[config.mk]
export PLATFORM = sky130hd
export DESIGN_NAME = dual_pd_drive_controller
export DESIGN_NICKNAME = d
export VERILOG_FILES = /design/src/rtl/dpdc_pkg.sv /design/src/rtl/dpdc_div.sv /design/src/rtl/dual_pd_drive_controller.sv
export SDC_FILE = /design/constraint.sdc
export NUM_CORES = 2
export LEC_CHECK = 0
export BUFFER_PORTS_ARGS = -buffer_cell sky130_fd_sc_hd__buf_2
export CORE_AREA = 2 2 496 252
export CTS_CLUSTER_SIZE = 10
export DETAILED_ROUTE_END_ITERATION = 10
export DIE_AREA = 0 0 498 254
export PLACE_DENSITY = 0.61
export RECOVER_POWER = 100
export SETUP_SLACK_MARGIN = 0.3
export SLEW_MARGIN = 40
export SYNTH_ARGS = -nofsm -noshare
export SYNTH_HDL_FRONTEND = slang
export SYNTH_SLANG_ARGS = --single-unit
[constraint.sdc]
create_clock -name aclk -period 13.6 [get_ports aclk]
set_clock_uncertainty 0.1 [all_clocks]
set_input_delay 2.72 -clock aclk [delete_from_list [all_inputs] [get_ports aclk]]
set_output_delay 2.72 -clock aclk [all_outputs]
set_load 0.1 [all_outputs]
[src/rtl/dpdc_pkg.sv]
// Shared types and constants of the dual PD drive controller.
package dpdc_pkg;

    localparam int GAIN_W      = 16;
    localparam int DRIVE_W     = 15;
    localparam int HEAD_W      = 17;
    localparam int TICKS_W     = 12;
    localparam int OUT_W       = 16;
    localparam int FRAC_BITS   = 8;
    localparam int HDG_DER_W   = HEAD_W + 2;
    localparam int CFG_ADDR_W  = 3;
    localparam int CFG_DATA_W  = 16;
    localparam int OUT_MAX     = 32767;
    localparam int OUT_MIN     = -32768;

    localparam logic [CFG_ADDR_W-1:0] REG_LIN_P_GAIN = 3'd0;
    localparam logic [CFG_ADDR_W-1:0] REG_LIN_D_GAIN = 3'd1;
    localparam logic [CFG_ADDR_W-1:0] REG_ANG_P_GAIN = 3'd2;
    localparam logic [CFG_ADDR_W-1:0] REG_ANG_D_GAIN = 3'd3;
    localparam logic [CFG_ADDR_W-1:0] REG_MAX_DRIVE  = 3'd4;

    localparam logic [GAIN_W-1:0]  LIN_P_GAIN_RST = 16'd25600;
    localparam logic [GAIN_W-1:0]  ANG_P_GAIN_RST = 16'd25600;
    localparam logic [DRIVE_W-1:0] MAX_DRIVE_RST  = 15'd10000;

    // Divider status as seen by the sequencer.
    typedef struct packed {
        logic               busy;
        logic               done;
        logic [DRIVE_W-1:0] quotient;
    } div_stat_t;

endpackage

[src/rtl/dpdc_div.sv]
// Iterative restoring divider for the slew step, one quotient bit per cycle.
module dpdc_div import dpdc_pkg::*; (
    input  logic               aclk,
    input  logic               aresetn,
    input  logic               start,
    input  logic [DRIVE_W-1:0] dividend,
    input  logic [TICKS_W-1:0] divisor,
    output div_stat_t          stat
);

    localparam int CNT_W = $clog2(DRIVE_W + 1);

    logic               busy_reg;
    logic               done_reg;
    logic [CNT_W-1:0]   cnt_reg;
    logic [DRIVE_W-1:0] quo_reg;
    logic [TICKS_W-1:0] rem_reg;
    logic [TICKS_W-1:0] dvs_reg;
    logic [TICKS_W:0]   shifted;
    logic [TICKS_W:0]   trial;
    logic               fits;

    // Bring down the next dividend bit and try a subtract.
    assign shifted = {rem_reg, quo_reg[DRIVE_W-1]};
    assign trial   = shifted - {1'b0, dvs_reg};
    assign fits    = (shifted >= {1'b0, dvs_reg});

    always_ff @(posedge aclk) begin
        if (!aresetn) begin
            busy_reg <= 1'b0;
            done_reg <= 1'b0;
            cnt_reg  <= '0;
        end else begin
            done_reg <= 1'b0;
            if (start && !busy_reg) begin
                busy_reg <= 1'b1;
                cnt_reg  <= CNT_W'(DRIVE_W);
            end else if (busy_reg) begin
                cnt_reg <= cnt_reg - 1'b1;
                if (cnt_reg == CNT_W'(1)) begin
                    busy_reg <= 1'b0;
                    done_reg <= 1'b1;
                end
            end
        end
    end

    always_ff @(posedge aclk) begin
        if (start && !busy_reg) begin
            quo_reg <= dividend;
            rem_reg <= '0;
            dvs_reg <= divisor;
        end else if (busy_reg) begin
            quo_reg <= {quo_reg[DRIVE_W-2:0], fits};
            rem_reg <= fits ? trial[TICKS_W-1:0] : shifted[TICKS_W-1:0];
        end
    end

    assign stat.busy     = busy_reg;
    assign stat.done     = done_reg;
    assign stat.quotient = quo_reg;

endmodule

[src/rtl/dual_pd_drive_controller.sv]
// Top level of the dual PD drive controller with slew-limited linear drive.
//
// A start transfer (s_op = 1) loads the distance and heading targets and the slew
// settings and returns nothing. A tick transfer (s_op = 0) runs the distance and
// heading PD loops and returns one result: left = linear + angular and right =
// linear - angular, each saturated to 16 bits, plus a flag telling whether the
// linear drive came from the slew ramp. All four products go through one shared
// signed multiplier, one at a time. The sequencer spends one step on the errors,
// one on the error changes, two multiplies, a sum and an output step per loop and
// one final step; the next item can be taken once it is back in idle. While the
// slew ramp is active with a nonzero tick count the step is found by a bit-serial
// divider that produces 15 quotient bits before the final step. s_ready is high
// only while the sequencer is idle; a finished result waits in the output
// register, and the next item may be taken meanwhile. If that register is still
// full when the next tick finishes, the sequencer holds in its final step until it
// drains. Gains and max_drive are written through the cfg port; the user must
// write them only while the block is idle, which the block does not enforce. A
// write to an index beyond the register list is ignored.
module dual_pd_drive_controller import dpdc_pkg::*; #(
    parameter int POSITION_BITS = 24
) (
    input  logic                         aclk,
    input  logic                         aresetn,
    // configuration write port
    input  logic                         cfg_we,
    input  logic [CFG_ADDR_W-1:0]        cfg_addr,
    input  logic [CFG_DATA_W-1:0]        cfg_wdata,
    // input channel
    input  logic                         s_valid,
    output logic                         s_ready,
    input  logic                         s_op,
    input  logic signed [POSITION_BITS-1:0] s_measured_position,
    input  logic [HEAD_W-1:0]            s_measured_heading,
    input  logic signed [POSITION_BITS-1:0] s_goal_distance,
    input  logic [HEAD_W-1:0]            s_goal_heading,
    input  logic                         s_slew_on,
    input  logic [DRIVE_W-1:0]           s_slew_initial,
    input  logic [TICKS_W-1:0]           s_slew_ticks,
    // result channel
    output logic                         m_valid,
    input  logic                         m_ready,
    output logic signed [OUT_W-1:0]      m_left_drive,
    output logic signed [OUT_W-1:0]      m_right_drive,
    output logic                         m_slewing
);

    // Operand width: covers the distance derivative and the heading derivative.
    localparam int AW  = (POSITION_BITS + 2 > HDG_DER_W) ? POSITION_BITS + 2 : HDG_DER_W;
    localparam int PW  = AW + GAIN_W + 1;        // one product
    localparam int ACW = PW + 1;                 // sum of two products
    localparam int LW  = ACW - FRAC_BITS;        // loop output after the shift
    localparam int SW  = LW + 1;                 // linear +/- angular
    localparam int PE  = POSITION_BITS + 1;      // stored distance error

    localparam logic signed [SW-1:0] SAT_HI = SW'(OUT_MAX);
    localparam logic signed [SW-1:0] SAT_LO = SW'(OUT_MIN);

    // Sequencer codes.
    localparam logic [3:0] ST_IDLE   = 4'd0;
    localparam logic [3:0] ST_DIFF   = 4'd1;
    localparam logic [3:0] ST_LMUL_P = 4'd2;
    localparam logic [3:0] ST_LMUL_D = 4'd3;
    localparam logic [3:0] ST_LSUM   = 4'd4;
    localparam logic [3:0] ST_LOUT   = 4'd5;
    localparam logic [3:0] ST_AMUL_P = 4'd6;
    localparam logic [3:0] ST_AMUL_D = 4'd7;
    localparam logic [3:0] ST_ASUM   = 4'd8;
    localparam logic [3:0] ST_AOUT   = 4'd9;
    localparam logic [3:0] ST_DIV    = 4'd10;
    localparam logic [3:0] ST_DONE   = 4'd11;

    // Configuration registers.
    logic [GAIN_W-1:0]  lin_p_gain_reg;
    logic [GAIN_W-1:0]  lin_d_gain_reg;
    logic [GAIN_W-1:0]  ang_p_gain_reg;
    logic [GAIN_W-1:0]  ang_d_gain_reg;
    logic [DRIVE_W-1:0] max_drive_reg;

    // Move state.
    logic signed [POSITION_BITS-1:0] target_dist_reg;
    logic [HEAD_W-1:0]               target_hdg_reg;
    logic signed [PE-1:0]            last_lin_err_reg;
    logic signed [HEAD_W:0]          last_ang_err_reg;
    logic                            slew_en_reg;
    logic [DRIVE_W-1:0]              slew_level_reg;
    logic [TICKS_W-1:0]              slew_div_reg;

    // Working registers of one tick.
    logic [3:0]              state_reg;
    logic [3:0]              state_next;
    logic signed [AW-1:0]    lin_err_reg;
    logic signed [AW-1:0]    ang_err_reg;
    logic signed [AW-1:0]    lin_der_reg;
    logic signed [AW-1:0]    ang_der_reg;
    logic signed [PW-1:0]    prod_reg;
    logic signed [ACW-1:0]   acc_reg;
    logic signed [LW-1:0]    lin_reg;
    logic signed [LW-1:0]    ang_reg;
    logic                    slewing_reg;

    // Output register.
    logic                    m_valid_reg;
    logic signed [OUT_W-1:0] m_left_reg;
    logic signed [OUT_W-1:0] m_right_reg;
    logic                    m_slewing_reg;

    // Shared multiplier and datapath helpers.
    logic signed [AW-1:0]     mul_a;
    logic [GAIN_W-1:0]        mul_gain;
    logic signed [GAIN_W:0]   mul_b;
    logic signed [PW-1:0]     mul_prod;
    logic signed [LW-1:0]     pd_out;
    logic signed [LW-1:0]     max_ext;
    logic signed [LW-1:0]     lvl_ext;
    logic signed [SW-1:0]     sum_lr;
    logic signed [SW-1:0]     dif_lr;
    logic signed [OUT_W-1:0]  left_sat;
    logic signed [OUT_W-1:0]  right_sat;
    logic                     in_xfer;
    logic                     out_free;
    logic                     slew_active;
    logic                     div_start;
    logic [DRIVE_W-1:0]       slew_step;
    div_stat_t                div_stat;

    assign s_ready  = (state_reg == ST_IDLE);
    assign in_xfer  = s_valid && s_ready;
    assign out_free = !m_valid_reg || m_ready;

    // Configuration writes; unknown indexes fall through.
    always_ff @(posedge aclk) begin
        if (!aresetn) begin
            lin_p_gain_reg <= LIN_P_GAIN_RST;
            lin_d_gain_reg <= '0;
            ang_p_gain_reg <= ANG_P_GAIN_RST;
            ang_d_gain_reg <= '0;
            max_drive_reg  <= MAX_DRIVE_RST;
        end else if (cfg_we) begin
            unique case (cfg_addr)
                REG_LIN_P_GAIN: lin_p_gain_reg <= cfg_wdata;
                REG_LIN_D_GAIN: lin_d_gain_reg <= cfg_wdata;
                REG_ANG_P_GAIN: ang_p_gain_reg <= cfg_wdata;
                REG_ANG_D_GAIN: ang_d_gain_reg <= cfg_wdata;
                REG_MAX_DRIVE:  max_drive_reg  <= cfg_wdata[DRIVE_W-1:0];
                default: ;
            endcase
        end
    end

    // Pick the operands of the shared multiplier for the current step.
    always_comb begin
        unique case (state_reg)
            ST_LMUL_P: begin
                mul_a    = lin_err_reg;
                mul_gain = lin_p_gain_reg;
            end
            ST_LMUL_D: begin
                mul_a    = lin_der_reg;
                mul_gain = lin_d_gain_reg;
            end
            ST_AMUL_P: begin
                mul_a    = ang_err_reg;
                mul_gain = ang_p_gain_reg;
            end
            default: begin
                mul_a    = ang_der_reg;
                mul_gain = ang_d_gain_reg;
            end
        endcase
    end

    assign mul_b    = $signed({1'b0, mul_gain});
    assign mul_prod = PW'(mul_a) * PW'(mul_b);

    // Arithmetic shift of the Q36.8 sum (for POSITION_BITS = 24) rounds toward minus infinity.
    assign pd_out  = LW'(acc_reg >>> FRAC_BITS);
    assign max_ext = $signed({{(LW - DRIVE_W){1'b0}}, max_drive_reg});
    assign lvl_ext = $signed({{(LW - DRIVE_W){1'b0}}, slew_level_reg});
    assign slew_active = slew_en_reg && (slew_level_reg < max_drive_reg);

    // Slew step is at least one millivolt.
    assign slew_step = (div_stat.quotient == '0) ? DRIVE_W'(1) : div_stat.quotient;
    assign div_start = (state_reg == ST_AOUT) && slewing_reg && (slew_div_reg != '0);

    // Final mix and saturation to the output width.
    assign sum_lr = SW'(lin_reg) + SW'(ang_reg);
    assign dif_lr = SW'(lin_reg) - SW'(ang_reg);

    always_comb begin
        priority if (sum_lr > SAT_HI) left_sat = OUT_W'(SAT_HI);
        else if (sum_lr < SAT_LO)     left_sat = OUT_W'(SAT_LO);
        else                          left_sat = OUT_W'(sum_lr);
        priority if (dif_lr > SAT_HI) right_sat = OUT_W'(SAT_HI);
        else if (dif_lr < SAT_LO)     right_sat = OUT_W'(SAT_LO);
        else                          right_sat = OUT_W'(dif_lr);
    end

    // Sequencer: one multiply, add or compare per step.
    always_comb begin
        state_next = state_reg;
        unique case (state_reg)
            ST_IDLE:   if (in_xfer && !s_op) state_next = ST_DIFF;
            ST_DIFF:   state_next = ST_LMUL_P;
            ST_LMUL_P: state_next = ST_LMUL_D;
            ST_LMUL_D: state_next = ST_LSUM;
            ST_LSUM:   state_next = ST_LOUT;
            ST_LOUT:   state_next = ST_AMUL_P;
            ST_AMUL_P: state_next = ST_AMUL_D;
            ST_AMUL_D: state_next = ST_ASUM;
            ST_ASUM:   state_next = ST_AOUT;
            ST_AOUT:   state_next = div_start ? ST_DIV : ST_DONE;
            ST_DIV:    if (div_stat.done) state_next = ST_DONE;
            ST_DONE:   if (out_free) state_next = ST_IDLE;
            default:   state_next = ST_IDLE;
        endcase
    end

    // Control state and move state.
    always_ff @(posedge aclk) begin
        if (!aresetn) begin
            state_reg        <= ST_IDLE;
            target_dist_reg  <= '0;
            target_hdg_reg   <= '0;
            last_lin_err_reg <= '0;
            last_ang_err_reg <= '0;
            slew_en_reg      <= 1'b0;
            slew_level_reg   <= '0;
            slew_div_reg     <= '0;
            slewing_reg      <= 1'b0;
            m_valid_reg      <= 1'b0;
        end else begin
            state_reg <= state_next;

            // Load a new move; the last errors carry over.
            if (in_xfer && s_op) begin
                target_dist_reg <= s_goal_distance;
                target_hdg_reg  <= s_goal_heading;
                slew_en_reg     <= s_slew_on;
                slew_level_reg  <= s_slew_initial;
                slew_div_reg    <= s_slew_ticks;
            end

            if (state_reg == ST_LOUT) begin
                slewing_reg      <= slew_active;
                last_lin_err_reg <= PE'(lin_err_reg);
            end

            if (state_reg == ST_AOUT) begin
                last_ang_err_reg <= (HEAD_W + 1)'(ang_err_reg);
                // A zero tick count jumps straight to the ceiling.
                if (slewing_reg && (slew_div_reg == '0)) begin
                    slew_level_reg <= max_drive_reg;
                end
            end

            // Advance the ramp by the divided step.
            if ((state_reg == ST_DIV) && div_stat.done) begin
                slew_level_reg <= slew_level_reg + slew_step;
            end

            // Hand the result to the output register; drop valid once taken.
            if ((state_reg == ST_DONE) && out_free) begin
                m_valid_reg <= 1'b1;
            end else if (m_ready) begin
                m_valid_reg <= 1'b0;
            end
        end
    end

    // Datapath registers.
    always_ff @(posedge aclk) begin
        unique case (state_reg)
            ST_IDLE: begin
                lin_err_reg <= AW'(target_dist_reg) - AW'(s_measured_position);
                ang_err_reg <= $signed(AW'({1'b0, target_hdg_reg}))
                             - $signed(AW'({1'b0, s_measured_heading}));
            end
            ST_DIFF: begin
                lin_der_reg <= lin_err_reg - AW'(last_lin_err_reg);
                ang_der_reg <= ang_err_reg - AW'(last_ang_err_reg);
            end
            ST_LMUL_P, ST_AMUL_P: begin
                prod_reg <= mul_prod;
            end
            ST_LMUL_D, ST_AMUL_D: begin
                acc_reg  <= ACW'(prod_reg);
                prod_reg <= mul_prod;
            end
            ST_LSUM, ST_ASUM: begin
                acc_reg <= acc_reg + ACW'(prod_reg);
            end
            ST_LOUT: begin
                // Ramp replaces the PD magnitude but keeps its sign.
                if (slew_active) begin
                    if (pd_out > 0)      lin_reg <= lvl_ext;
                    else if (pd_out < 0) lin_reg <= -lvl_ext;
                    else                 lin_reg <= '0;
                end else begin
                    lin_reg <= (pd_out > max_ext) ? max_ext : pd_out;
                end
            end
            ST_AOUT: begin
                ang_reg <= (pd_out > max_ext) ? max_ext : pd_out;
            end
            ST_DONE: begin
                if (out_free) begin
                    m_left_reg    <= left_sat;
                    m_right_reg   <= right_sat;
                    m_slewing_reg <= slewing_reg;
                end
            end
            default: ;
        endcase
    end

    dpdc_div u_div (
        .aclk     (aclk),
        .aresetn  (aresetn),
        .start    (div_start),
        .dividend (max_drive_reg - slew_level_reg),
        .divisor  (slew_div_reg),
        .stat     (div_stat)
    );

    assign m_valid       = m_valid_reg;
    assign m_left_drive  = m_left_reg;
    assign m_right_drive = m_right_reg;
    assign m_slewing     = m_slewing_reg;

    // The divider only runs for a tick that took its drive from the ramp.
    a_div_only_slewing: assert property (@(posedge aclk) disable iff (!aresetn)
        (state_reg == ST_DIV) |-> slewing_reg)
        else $error("divider in use without slew ramp");

    // A divider result only arrives while the sequencer waits for it.
    a_div_done_in_div: assert property (@(posedge aclk) disable iff (!aresetn)
        div_stat.done |-> (state_reg == ST_DIV))
        else $error("divider result outside divide step");

    // An accepted tick starts the computation on the next cycle.
    a_tick_starts: assert property (@(posedge aclk) disable iff (!aresetn)
        (in_xfer && !s_op) |=> (state_reg == ST_DIFF))
        else $error("tick transfer did not start the loop");

    // Finishing a tick presents a result and returns to idle.
    a_done_emits: assert property (@(posedge aclk) disable iff (!aresetn)
        ((state_reg == ST_DONE) && out_free) |=> (m_valid_reg && (state_reg == ST_IDLE)))
        else $error("finished tick did not present a result");

endmodule

==> reports/qor.txt <==
Run status - complete, but fails checks
Hold buffer count at cts - 0
Clk sink count - 529
H-Tree Depth - 2
Final clock period utilization by the worst path - 81.57%
Highest achievable clock rate - 90.15 MHz
Count of vias placed by the detailed router - 39232
Global-route wire length before repair - 222800 um
Worst slew pin tran - 3877 ps
Synth unique cells - 98
Netlist area before placement - 48450 um2
Post-synthesis xor/xnor area fraction - 4.050%
Hold depth - 0
Leak Pwr - 22.79 nW
Routed met1 length - 72490 um
Unrepaired setup endpoints after global routing - false
Fraction of the mapped netlist area in compound gates - 16.85%
CTS buffer count - 61
Hold Violations, Final - 0
Die Footprint - 126500 um2
Portion of netlist area occupied by mux cells - 0.9659%
Min Clock Period, post-route - 11090 ps
Number of primary I/O pins - 170
Placed wire-length estimate - 113100 um
Core area - 122200 um2
Net count reported at finish - 6432
Initial DRC Count - 4005
Max reg flops - 44
Required time of the critical path - 13870 ps
Violations in the final reports - max-capacitance violations, max-slew violations
Count of cell instances traversed by the critical path - 28
Post-route ant nets - 0
Total iterations of the first detailed-routing run - 6
Layout Utilization - 43.05%
Starting utilization of the core area - 39.65%
Root buf cell - sky130_fd_sc_hd__clkbuf_16
Routed length on met2 - 50110 um
Maximum VDD drop - 0.1091 mV
Final cell count without fillers - 7192
Flip-flop cell with the highest count after synthesis - sky130_fd_sc_hd__edfxtp_1
Pin count of the biggest net entering global routing - 98
Share of synthesized flip-flops with an asynchronous set or reset - 0%
WL met3 - 17490 um
Detail-routed net length per standard cell - 19.69 um
Remaining routing DRC violations - 0
Post-route setup slack - 2507 ps
Buffer depth of the longest clock path - 3
Vias per inst - 5.455
Total wirelength of the detailed-routed design - 141600 um
Kind of cell with the highest combined delay on the critical path - adder cells
Clock-pin slew on the worst setup and hold paths - 70 ps
Via count of the first global-routing pass - 37837
Die height - 254 um
Slew margin rel. - -158.5%
Simple-gate portion of the synthesized area - 15.25%
Number of synthesized flops with an enable pin - 314
Worst-Skew Late Latency - 690 ps
Synthesized netlist cell count - 5467
Tot GR Track Use - 22.47%
Crit start category - register
DIE WIDTH - 498 um
Global-route congestion overflow total - 0
Fraction of final layout cells sized beyond drive strength 1 - 5.986%
Number of standard-cell rows in the floorplan - 91
Number of buffers and inverters on the critical path - 6
Avg Synthesized Cell Area - 8.862 um2
CTS tree - yes
Net Count, Synth - 6381
Max_cap viols - 14
Crit path capture type - register
Final count of pins violating max slew - 638
Synthesis-stage register bit count - 529
Final RePlAce weighted congestion - 0.9446
Setup Crit Path Kind - reg2reg
Arrival time of data at the critical path endpoint - 11370 ps
Min-delay worst type - reg2reg
Register-to-Register Path Depth - 28
Main combinational cell family by area after synthesis - adder cells
# port buffers - 169
Power Density - 109.2 nW/um2
Post-placement cell count - 7080
CTS resizes - 0
Longest individual stage delay on the worst path - 1500 ps
Most used cell along the critical path - sky130_fd_sc_hd__fa_1
Sequential cell area fraction in the yosys report - 28.35%
CP max-delay cell - sky130_fd_sc_hd__clkbuf_1
Highest routed layer - met4
Worst-path fanout max - 33
Area Overhead vs Synth - 8.574%
Worst slack after detailed placement - 4351 ps
Antenna violations before repair - 3
Adder-cell share of the synthesized area - 26.55%
Number of buffers inserted by post-CTS setup repair - 0
Number of failing setup endpoints in the final timing report - 0
Sum of negative setup slack - 0 ps
Synth Warn # - 0
==> through the flow <==
step | hold slack, ps | instance area (um2) | power, mW
2_1_floorplan | 330.4 | 48450 | 3.581
3_3_place_gp | 349.9 | 50880 | 4.149
3_5_place_dp | 350.0 | 51020 | 4.181
4_1_cts | 364.7 | 52810 | 5.752
5_1_grt | 378.1 | 52600 | 6.132
6_report | 361.8 | 52600 | 5.744
==> power by group <==
| group | internal (mW) | leakage [nW] | total, mW | switching, mW |
|---|---|---|---|---|
| sequential | 1.91 | 4.65 | 2.02 | 0.107 |
| combinational | 0.810 | 17.3 | 2.17 | 1.36 |
| clock | 0.853 | 0.852 | 1.55 | 0.701 |
==> cell families after synthesis <==
kind of cell             Yosys count
AO/OA/AOI/OAI                   1194
XOR/XNOR                         224
adder cells (fa/ha/maj)          779
buffers and inverters           1019
flip-flops                       529
multiplexers                      43
AND/OR/NAND/NOR                 1679
==> area by class of cell <==
cell class	instances	area, um2
Multi-Input combinational cell	3919	30960
Inverter	786	2952
Clock buffer	102	1720
Clock inverter	6	61.31
Tap cell	1627	2036
Timing Repair Buffer	221	1135
Antenna cell	2	5.005
Sequential cell	529	13730
Fill cell	11949	69570
==> final timing paths <==
kind	start	to	slack, ps
worst max-delay path	state_reg[3]	prod_reg[42]	2510
worst min-delay path	slew_div_reg[10]	u_div.dvs_reg[10]	360
worst max register to register	state_reg[3]	prod_reg[42]	2510
worst min register to register	slew_div_reg[10]	u_div.dvs_reg[10]	360
==> worst reg2reg max path, delay by kind of cell (launching register included) <==
kind	cells	cell delay, ps
simple gates	5	1460
flops	1	740
buf+inv	6	2490
xor+xnor	1	180
fa+ha+maj	7	3060
compound gates	9	2770
==> per-layer routing <==
| metal | vias up | GRT usage (%) |
|---|---|---|
| met5 | - | 0 |
| met2 | 1652 | 28.30 |
| met3 | 116 | 7.838 |
| li1 | 18393 | - |
| met4 | 0 | 2.997 |
| met1 | 19071 | 36.13 |
==> cell usage after synthesis (all sizes together), types with 12 or more instances <==
| library cell | instances | area, um2 |
|---|---|---|
| a31o | 14 | 122.6 |
| mux2i | 13 | 130.1 |
| a211oi | 15 | 112.6 |
| o31ai | 34 | 270.3 |
| edfxtp | 314 | 9429 |
| nor3 | 60 | 300.3 |
| dfxtp | 215 | 4304 |
| o211ai | 50 | 380.4 |
| a22o | 16 | 140.1 |
| nand3 | 70 | 350.3 |
| a21boi | 188 | 1411 |
| o21ai | 216 | 1096 |
| nand2 | 838 | 3146 |
| clkbuf | 203 | 762.0 |
| o22ai | 20 | 125.1 |
| nand2b | 35 | 219.0 |
| fa | 415 | 8308 |
| buf | 30 | 158.9 |
| o21bai | 34 | 255.2 |
| or3 | 20 | 130.1 |
| o21a | 48 | 360.4 |
| a21o | 103 | 773.2 |
| and2 | 69 | 434.2 |
| nor2 | 385 | 1445 |
| ha | 364 | 4554 |
| a221oi | 18 | 163.9 |
| o41ai | 15 | 157.7 |
| mux2 | 30 | 337.8 |
| nor4 | 28 | 175.2 |
| xnor2 | 156 | 1366 |
| and3 | 30 | 192.7 |
| nand4 | 37 | 231.5 |
| or2 | 12 | 75.07 |
| a31oi | 32 | 200.2 |
| inv | 785 | 2947 |
| a21oi | 234 | 1186 |
| nor2b | 53 | 331.6 |
| xor2 | 68 | 595.6 |
| a22oi | 54 | 405.4 |
==> cell usage in the layout, fill, tap and decap left out, types with 68 or more instances in the layout <==
master                       n
sky130_fd_sc_hd__fa_1      415
sky130_fd_sc_hd__ha_1      364
sky130_fd_sc_hd__nand3_1    68
sky130_fd_sc_hd__a21oi_1   229
sky130_fd_sc_hd__a21o_1    103
sky130_fd_sc_hd__buf_2     130
sky130_fd_sc_hd__xor2_1     68
sky130_fd_sc_hd__o21ai_0   201
sky130_fd_sc_hd__inv_1     783
sky130_fd_sc_hd__xnor2_1   156
sky130_fd_sc_hd__a21boi_0  188
sky130_fd_sc_hd__nor2_1    382
sky130_fd_sc_hd__dfxtp_1   215
sky130_fd_sc_hd__clkbuf_1   95
sky130_fd_sc_hd__edfxtp_1  314
sky130_fd_sc_hd__nand2_1   832
(Power assumes the default switching activity.)
